File: src/hw/rtl/biss_pkg.sv
package biss_pkg;

	// Line sample and frame geometry
	localparam int SAMPLE_BITS     = 48;
	localparam int POS_BITS        = 17;
	localparam int ACK_BITS        = 13;
	localparam int CRC_BITS        = 6;
	localparam int DATA_BITS       = POS_BITS + 2;
	localparam int FRAME_BITS      = DATA_BITS + CRC_BITS;
	localparam int OVERHEAD_BITS   = ACK_BITS + 2;
	localparam int MAX_FRAME_START = SAMPLE_BITS - FRAME_BITS;
	localparam int MAX_ACK_START   = SAMPLE_BITS - OVERHEAD_BITS - FRAME_BITS;
	localparam int NUM_STARTS      = MAX_FRAME_START + 1;
	localparam int NUM_ACKS        = MAX_ACK_START + 1;
	localparam int START_BITS      = $clog2(NUM_STARTS + 1);
	localparam logic [START_BITS-1:0] NO_FRAME_CODE = START_BITS'(NUM_STARTS);

	// CRC6, x^6 + x + 1
	localparam logic [CRC_BITS-1:0] CRC_POLY = 6'h03;

	// Configuration registers
	localparam int TW_BITS        = 5;
	localparam int LIMIT_BITS     = 4;
	localparam int CFG_IDX_BITS   = 2;
	localparam int CFG_DATA_BITS  = TW_BITS;
	localparam logic [CFG_IDX_BITS-1:0] CFG_TRACK_WINDOW    = 2'd0;
	localparam logic [CFG_IDX_BITS-1:0] CFG_LOCK_FAIL_LIMIT = 2'd1;
	localparam logic [TW_BITS-1:0]      TRACK_WINDOW_RESET  = 5'd2;
	localparam logic [LIMIT_BITS-1:0]   FAIL_LIMIT_RESET    = 4'd3;

	// Result packing
	localparam int OUT_BITS       = 1 + POS_BITS + 1 + 1 + CRC_BITS + CRC_BITS + START_BITS;
	localparam int OUT_TDATA_BITS = ((OUT_BITS + 7) / 8) * 8;
	localparam int IN_TDATA_BITS  = ((SAMPLE_BITS + 7) / 8) * 8;

	typedef struct packed {
		logic [NUM_STARTS-1:0] crc_ok;  // frame at this start passes its CRC
		logic [NUM_ACKS-1:0]   ack_ok;  // acknowledge run and start bit at this offset
	} scan_t;

	typedef struct packed {
		logic [START_BITS-1:0] frame_start;
		logic [CRC_BITS-1:0]   crc_computed;
		logic [CRC_BITS-1:0]   crc_received;
		logic                  warning_flag;
		logic                  error_flag;
		logic [POS_BITS-1:0]   position;
		logic                  found;
	} result_t;

	// CRC contribution of a single one at data bit k (constant for a constant k).
	function automatic logic [CRC_BITS-1:0] crc6_column(input int k);
		logic [CRC_BITS-1:0] crc;
		logic                fb;
		crc = '0;
		for (int j = DATA_BITS - 1; j >= 0; j--) begin
			fb  = crc[CRC_BITS-1] ^ (j == k);
			crc = {crc[CRC_BITS-2:0], 1'b0};
			if (fb) crc = crc ^ CRC_POLY;
		end
		return crc;
	endfunction

	// The CRC is linear with a zero start value, so it is the XOR of the columns
	// of the set data bits.
	function automatic logic [CRC_BITS-1:0] crc6_of(input logic [DATA_BITS-1:0] data);
		logic [CRC_BITS-1:0] crc;
		crc = '0;
		for (int k = 0; k < DATA_BITS; k++) begin
			if (data[k]) crc = crc ^ crc6_column(k);
		end
		return crc;
	endfunction

endpackage

File: src/hw/rtl/biss_frame_align_decode.sv
// BiSS-C frame alignment and decoding.
// Input stream (s_axis_*): one 48-bit raw line sample per item, first received
// bit in the most significant position. Output stream (m_axis_*): one result
// item per input item, in order. Configuration channel (cfg_*): register 0 is
// the tracking half window, register 1 the lock failure limit; it is always
// ready and should only be written while no item is in flight.
// An accepted sample sits in an input register; from there all 24
// frame starts are CRC-checked in parallel, the tracking window or the
// acknowledge search picks one, the lock state is updated and the result is
// written to the output register once that register is free or being taken.
// One item per cycle is sustained while the receiver does not stall.
// When the receiver stalls, the result waits in the output register while a
// further sample may be taken into the input register; further input is then
// held off until the result is taken.
// Reset clears the lock and the fail count, empties both item registers,
// and restores the configuration registers to a window of 2 and a limit of 3.
module biss_frame_align_decode (
	input  logic                                  clk,
	input  logic                                  arst_n,
	input  logic                                  s_axis_tvalid,
	output logic                                  s_axis_tready,
	// [47:0] raw_sample
	input  logic [biss_pkg::IN_TDATA_BITS-1:0]    s_axis_tdata,
	output logic                                  m_axis_tvalid,
	input  logic                                  m_axis_tready,
	// [0] found, [17:1] position, [18] error_flag, [19] warning_flag,
	// [25:20] crc_received, [31:26] crc_computed, [36:32] frame_start, rest zero
	output logic [biss_pkg::OUT_TDATA_BITS-1:0]   m_axis_tdata,
	input  logic                                  cfg_valid,
	output logic                                  cfg_ready,
	input  logic [biss_pkg::CFG_IDX_BITS-1:0]     cfg_index,
	input  logic [biss_pkg::CFG_DATA_BITS-1:0]    cfg_data
);
	import biss_pkg::*;

	logic [TW_BITS-1:0]     track_window_q;
	logic [LIMIT_BITS-1:0]  fail_limit_q;
	logic                   lock_valid_q;
	logic [START_BITS-1:0]  locked_offset_q;
	logic [LIMIT_BITS-1:0]  fail_count_q;

	logic                   valid_s1;
	logic [SAMPLE_BITS-1:0] raw_s1;
	logic                   out_valid_q;
	result_t                result_q;

	logic                   advance;
	scan_t                  scan;
	logic [NUM_STARTS-1:0]  track_hit;
	logic [NUM_ACKS-1:0]    full_hit;
	logic                   track_any;
	logic                   full_any;
	logic [START_BITS-1:0]  track_sel;
	logic [START_BITS-1:0]  full_sel;
	logic                   found;
	logic [START_BITS-1:0]  sel;
	logic [SAMPLE_BITS-1:0] shifted;
	logic [FRAME_BITS-1:0]  sel_frame;
	result_t                result_d;
	logic                   lock_valid_d;
	logic [START_BITS-1:0]  locked_offset_d;
	logic [LIMIT_BITS-1:0]  fail_count_d;
	logic [LIMIT_BITS-1:0]  fail_inc;

	assign cfg_ready     = 1'b1;
	assign advance       = valid_s1 && (!out_valid_q || m_axis_tready);
	assign s_axis_tready = !valid_s1 || advance;
	assign m_axis_tvalid = out_valid_q;
	assign m_axis_tdata  = {{(OUT_TDATA_BITS-OUT_BITS){1'b0}}, result_q};

	always_ff @(posedge clk or negedge arst_n) begin
		if (!arst_n) begin
			track_window_q <= TRACK_WINDOW_RESET;
			fail_limit_q   <= FAIL_LIMIT_RESET;
		end else if (cfg_valid && cfg_ready) begin
			unique case (cfg_index)
				CFG_TRACK_WINDOW:    track_window_q <= cfg_data[TW_BITS-1:0];
				CFG_LOCK_FAIL_LIMIT: fail_limit_q   <= cfg_data[LIMIT_BITS-1:0];
				default: ;
			endcase
		end
	end

	biss_scan u_scan (
		.raw  (raw_s1),
		.scan (scan)
	);

	// Tracking window around the locked start; the candidate range itself
	// provides the clamp to valid starts.
	for (genvar s = 0; s < NUM_STARTS; s++) begin : g_win
		logic [START_BITS:0] lo_sum;
		logic [START_BITS:0] hi_sum;
		assign lo_sum = (START_BITS+1)'(s) + (START_BITS+1)'(track_window_q);
		assign hi_sum = (START_BITS+1)'(locked_offset_q) + (START_BITS+1)'(track_window_q);
		assign track_hit[s] = scan.crc_ok[s] &&
			(lo_sum >= (START_BITS+1)'(locked_offset_q)) &&
			((START_BITS+1)'(s) <= hi_sum);
	end

	for (genvar a = 0; a < NUM_ACKS; a++) begin : g_full
		assign full_hit[a] = scan.ack_ok[a] && scan.crc_ok[a + OVERHEAD_BITS];
	end

	assign track_any = lock_valid_q && (track_hit != '0);
	assign full_any  = full_hit != '0;

	// Lowest passing start wins in both searches.
	always_comb begin
		track_sel = '0;
		for (int i = NUM_STARTS - 1; i >= 0; i--) begin
			if (track_hit[i]) track_sel = START_BITS'(i);
		end
		full_sel = '0;
		for (int i = NUM_ACKS - 1; i >= 0; i--) begin
			if (full_hit[i]) full_sel = START_BITS'(i + OVERHEAD_BITS);
		end
	end

	assign found     = track_any || full_any;
	assign sel       = track_any ? track_sel : full_sel;
	assign shifted   = raw_s1 << sel;
	assign sel_frame = shifted[SAMPLE_BITS-1 -: FRAME_BITS];
	assign fail_inc  = fail_count_q + LIMIT_BITS'(1);

	always_comb begin
		result_d = '0;
		result_d.frame_start = NO_FRAME_CODE;
		if (found) begin
			result_d.found        = 1'b1;
			result_d.position     = sel_frame[FRAME_BITS-1 -: POS_BITS];
			result_d.error_flag   = sel_frame[CRC_BITS+1];
			result_d.warning_flag = sel_frame[CRC_BITS];
			result_d.crc_received = sel_frame[CRC_BITS-1:0];
			result_d.crc_computed = crc6_of(sel_frame[FRAME_BITS-1:CRC_BITS]);
			result_d.frame_start  = sel;
		end
	end

	always_comb begin
		lock_valid_d    = lock_valid_q;
		locked_offset_d = locked_offset_q;
		fail_count_d    = fail_count_q;
		priority if (track_any) begin
			locked_offset_d = track_sel;
			fail_count_d    = '0;
		end else begin
			if (lock_valid_q) begin
				fail_count_d = fail_inc;
				if (fail_inc >= fail_limit_q) begin
					lock_valid_d    = 1'b0;
					locked_offset_d = '0;
					fail_count_d    = '0;
				end
			end
			// A full-search hit leaves the fail count as it stands.
			if (full_any) begin
				lock_valid_d    = 1'b1;
				locked_offset_d = full_sel;
			end
		end
	end

	always_ff @(posedge clk or negedge arst_n) begin
		if (!arst_n) begin
			valid_s1        <= 1'b0;
			out_valid_q     <= 1'b0;
			lock_valid_q    <= 1'b0;
			locked_offset_q <= '0;
			fail_count_q    <= '0;
		end else begin
			if (s_axis_tvalid && s_axis_tready) begin
				valid_s1 <= 1'b1;
			end else if (advance) begin
				valid_s1 <= 1'b0;
			end
			if (advance) begin
				out_valid_q     <= 1'b1;
				lock_valid_q    <= lock_valid_d;
				locked_offset_q <= locked_offset_d;
				fail_count_q    <= fail_count_d;
			end else if (m_axis_tready) begin
				out_valid_q <= 1'b0;
			end
		end
	end

	always_ff @(posedge clk) begin
		if (s_axis_tvalid && s_axis_tready) raw_s1 <= s_axis_tdata[SAMPLE_BITS-1:0];
		if (advance) result_q <= result_d;
	end

	// Without a lock there is neither a remembered start nor a failure count.
	a_unlocked_clear: assert property (@(posedge clk) disable iff (!arst_n)
		!lock_valid_q |-> (locked_offset_q == '0) && (fail_count_q == '0))
		else $error("offset or fail count kept without a lock");

	// The count is cleared before it can pass the largest limit.
	a_fail_count_bound: assert property (@(posedge clk) disable iff (!arst_n)
		fail_count_q != '1)
		else $error("fail count reached its maximum");

	a_found_crc: assert property (@(posedge clk) disable iff (!arst_n)
		out_valid_q && result_q.found |->
			(result_q.crc_received == ~result_q.crc_computed) &&
			(result_q.frame_start != NO_FRAME_CODE))
		else $error("found result with inconsistent CRC or start");

	a_not_found_zero: assert property (@(posedge clk) disable iff (!arst_n)
		out_valid_q && !result_q.found |->
			(result_q.frame_start == NO_FRAME_CODE) && (result_q.position == '0))
		else $error("empty result carries frame data");

	// While the output register is held, a sample waiting in the input register may not be lost.
	a_stall_holds_item: assert property (@(posedge clk) disable iff (!arst_n)
		valid_s1 && !advance |=> valid_s1 && $stable(raw_s1))
		else $error("stalled sample lost");

endmodule

File: src/hw/rtl/biss_scan.sv
module biss_scan (
	input  logic [biss_pkg::SAMPLE_BITS-1:0] raw,
	output biss_pkg::scan_t                  scan
);
	import biss_pkg::*;

	// Every frame start is checked in parallel.
	for (genvar s = 0; s < NUM_STARTS; s++) begin : g_start
		logic [FRAME_BITS-1:0] frame;
		assign frame = raw[SAMPLE_BITS-1-s -: FRAME_BITS];
		assign scan.crc_ok[s] = frame[CRC_BITS-1:0] ==
			~crc6_of(frame[FRAME_BITS-1:CRC_BITS]);
	end

	for (genvar a = 0; a < NUM_ACKS; a++) begin : g_ack
		assign scan.ack_ok[a] = (raw[SAMPLE_BITS-1-a -: ACK_BITS] == '0) &&
			raw[SAMPLE_BITS-1-a-ACK_BITS];
	end

endmodule

File: config.mk
export PLATFORM = sky130hd
export DESIGN_NAME = biss_frame_align_decode
export DESIGN_NICKNAME = d
export VERILOG_FILES = /design/src/hw/rtl/biss_pkg.sv /design/src/hw/rtl/biss_frame_align_decode.sv /design/src/hw/rtl/biss_scan.sv
export SDC_FILE = /design/constraint.sdc
export NUM_CORES = 1
export LEC_CHECK = 0
export ABC_AREA = 1
export BUFFER_PORTS_ARGS = -buffer_cell sky130_fd_sc_hd__clkbuf_2
export CORE_ASPECT_RATIO = 1.1
export CORE_MARGIN = 2
export CORE_UTILIZATION = 63
export CTS_BUF_LIST = sky130_fd_sc_hd__clkbuf_16
export CTS_CLUSTER_DIAMETER = 40
export DETAILED_ROUTE_END_ITERATION = 10
export PLACE_DENSITY = 0.83
export SETUP_SLACK_MARGIN = 0.3
export SYNTH_ARGS = -nofsm -noshare
export SYNTH_HDL_FRONTEND = slang
export SYNTH_SLANG_ARGS = --single-unit
File: constraint.sdc
create_clock -name clk -period 6.6 [get_ports clk]
set_input_delay 1.32 -clock clk [delete_from_list [all_inputs] [get_ports clk]]
set_output_delay 1.32 -clock clk [all_outputs]
set_load 0.1 [all_outputs]
==> results_dict.tcl <==
set metrics [dict create \
    status "completed" \
    power.density_nw_per_um2 222 \
    cp.required_ns 6.74 \
    antenna_cells 0 \
    min_from "fail_limit_q[2]" \
    crit_top_cell "nand2_1" \
    setup_viol 0 \
    wl_per_cell_um 19.9 \
    finClkSkew_ns 0.0230 \
    num_vias 15900 \
    drive_gt1_share_pct 12.9 \
    totalWireLength_mm 52.3 \
    final_util_pct 69.6 \
    clkLatencyLatePin_ns 0.38 \
    r2r_start "raw_s1[29]" \
    grt_pass1_wl_mm 80.2 \
    overflow 0 \
    dpl.hpwl_mm 40.7 \
    die-width_um 149 \
    fmax_ghz 0.169 \
    crit_path_max_fanout 42 \
    drc 0 \
    grt_use_total_pct 43.0 \
    min_path_cells 2 \
    worstSetupStartpointType "flip-flop" \
    drtAntennaViolNets 0 \
    antenna_found_initial 1 \
    peakVddDrop_mv 0.177 \
    fillCellCount 1951 \
    r2r-end "m_axis_tdata[30]" \
    io_pins 103 \
    cts_tree "done" \
    syn_inst 2227 \
    crit_arrival_ns 6.05 \
    cts.sinks 106 \
    slowest_delay_ns 0.52 \
    fin_ws_ns 0.692 \
    maxSlewHeadroom_pct 30.5 \
    r2r_slack_ns 0.69 \
    finalSetupTns_ns 0 \
    cp_num_buf_inv 11 \
    multi_input_area_sq_um 10100 \
    async_flop_share_pct 19.8 \
    tightest_slew_ns 1.04 \
    fin_crit_sh_pct 89.5 \
    grt_pass1_vias 14800 \
    dr.pass1.iters 6 \
    min_to "fail_limit_q[2]" \
    cts_buffer_depth 2 \
    htreeDepth 3 \
    core_area_sq_um 22800 \
    post-route-min-period_ns 5.91 \
    worstRegToRegCells 39 \
    holdCritPathClass "flip-flop to flip-flop" \
    grt_max_degree 49 \
    place_ws_ns 0.504 \
    synthesis.area_sq_um 14500 \
    regArea_sq_um 3080 \
    core.rowCount 58 \
    port_buffers 98 \
    globalplace.congestion 1.05 \
    drv_cap 0 \
    rsz0062_at_grt "false" \
    viasPerCell 6.07 \
    final_hold_viol_count 0 \
    synth.distinct_cells 66 \
    cts_inserted_buffers 9 \
    die-area_sq_um 24300 \
    avgSynthCellArea_sq_um 6.53 \
    synth_seq_cells 106 \
    yosys_warnings 0 \
    dr.first_iter.drc_count 1802 \
    path_delay_family "simple AND/OR/NAND/NOR gates" \
    initial_utilization_pct 63.8 \
    clkTransAtPathRegs_ns 0.08 \
    synth_edf_count 85 \
    p_leak_nw 8.11 \
    syn_to_final_growth_pct 9.06 \
    final_nets 2468 \
    die_y_um 163 \
    cts_root_buf "clkbuf_16" \
    crit_slowest_cell "edfxtp_1" \
    path_class "flip-flop to flip-flop" \
    synthFlopType "edfxtp_1" \
    p_total_mw 3.52 \
    slew_violations 0 \
    seq_area_frac_synth_pct 21.2 \
    critPathCaptureType "flip-flop" \
]
power by group:
part | internal, mW | switching, mW | total (mW)
logic | 0.662 | 1.41 | 2.07
clock network | 0.284 | 0.286 | 0.569
registers | 0.795 | 0.0852 | 0.880
total | 1.74 | 1.78 | 3.52
worst min-delay path, cell delays in order, from the launching register on:
cell     delay (ns)
dfrtp_1        0.36
nand2_1        0.05
o21ai_0        0.06
layer usage:
metal / vias to the layer above / GRT usage (%) / wire length, um
li1: 7400 / - / -
met4: 2 / 27.1 / 3670
met2: 1003 / 69.2 / 23700
met3: 232 / 8.38 / 5530
met5: - / 0 / 15
met1: 7299 / 52.8 / 19400
how the worst max path moves through the flow:
stage                             startpoint               end  cells past startpoint
after global placement     track_window_q[0]  m_axis_tdata[26]                     45
after CTS                  track_window_q[0]  m_axis_tdata[30]                     49
after detailed placement   track_window_q[0]  m_axis_tdata[30]                     49
final                             raw_s1[29]  m_axis_tdata[30]                     39
after global routing      locked_offset_q[2]  m_axis_tdata[30]                     52
after floorplan            track_window_q[2]  m_axis_tdata[31]                     48
metrics by stage:
step | instances | hold WS (ns) | cell area [sq um]
2_1_floorplan | 2229 | 0.453 | 14500
3_3_place_gp | 2591 | 0.476 | 15300
3_5_place_dp | 2591 | 0.487 | 15300
4_1_cts | 2607 | 0.508 | 15600
5_1_grt | 2626 | 0.524 | 15900
6_report | 2626 | 0.505 | 15900
what timing repair did:
| item | 4_1_cts | 5_1_grt |
|---|---|---|
| hold buffers | 0 | 0 |
| endpoints found under the setup margin | 0 | 7 |
| setup buffers | 0 | 19 |
| gates resized for setup | 0 | 28 |
Yosys cell counts (3+ instances only):
master,count,area share [%]
a211oi_1,5,0.26
a21o_1,3,0.15
a21oi_1,46,1.6
a221oi_1,3,0.18
a311oi_1,4,0.24
a31oi_1,3,0.13
buf_1,6,0.15
buf_2,38,1.3
buf_4,21,1.1
buf_6,7,0.54
clkbuf_1,21,0.54
dfrtp_1,18,3.1
dfstp_2,3,0.54
edfxtp_1,85,18
ha_1,85,7.3
inv_1,214,5.5
inv_2,29,0.75
nand2_1,703,18
nand2_2,17,0.73
nand2_4,3,0.23
nand3_1,342,12
nand3b_1,5,0.26
nand4_1,26,1.1
nor2_1,127,3.3
nor2_2,4,0.17
nor3_1,22,0.76
nor3_2,3,0.21
nor4_1,18,0.77
o211ai_1,9,0.46
o21a_1,4,0.21
o21ai_0,56,1.9
o21ai_1,5,0.17
o21bai_1,3,0.15
o32ai_1,3,0.18
or2_1,4,0.17
or2_2,5,0.22
xnor2_1,85,5.1
xnor2_2,11,1.2
xor2_1,145,8.7
xor2_2,3,0.34
cell usage in the layout, fill, tap and decap left out, types with 4 or more instances in the layout:
cell and count:
a211oi_1 5, a21oi_1 43, a311oi_1 4, buf_4 72, clkbuf_16 10, clkbuf_2 98
conb_1 4, dfrtp_1 16, edfxtp_1 85, ha_1 83, inv_1 212, inv_2 30
nand2_1 699, nand2_2 20, nand3_1 342, nand3b_1 5, nand4_1 26, nor2_1 125
nor2_2 6, nor3_1 22, nor4_1 18, o211ai_1 9, o21a_1 4, o21ai_0 55
o21ai_1 4, or2_1 4, or2_2 5, xnor2_1 84, xnor2_2 12, xor2_1 145
layout make-up:
type	count	share of cell area [%]
Sequential cell	106	19.5
Multi-Input combinational cell	1783	63.5
Timing Repair Buffer	174	6.87
Clock inverter	6	0.284
Clock buffer	10	1.58
Tap cell	300	2.37
Inverter	247	5.93
sequential cells by signal, indices dropped and copies added (netlist names):
name             flops
fail_count_q         4
m_axis_tdata        37
fail_limit_q         4
locked_offset_q      5
m_axis_tvalid        1
lock_valid_q         1
track_window_q       5
raw_s1              48
valid_s1             1
logic make-up after synthesis:
kind of cell | count (synthesis) | share of synthesized area [%]
fa+ha+maj | 87 | 7.59
xor+xnor | 247 | 16.0
flops | 106 | 21.2
mux | 2 | 0.138
other cells | 2 | 0.0517
simple gates | 1286 | 38.4
compound gates | 157 | 6.60
buf+inv | 340 | 10.1
Power figures use the tool's default switching activity.
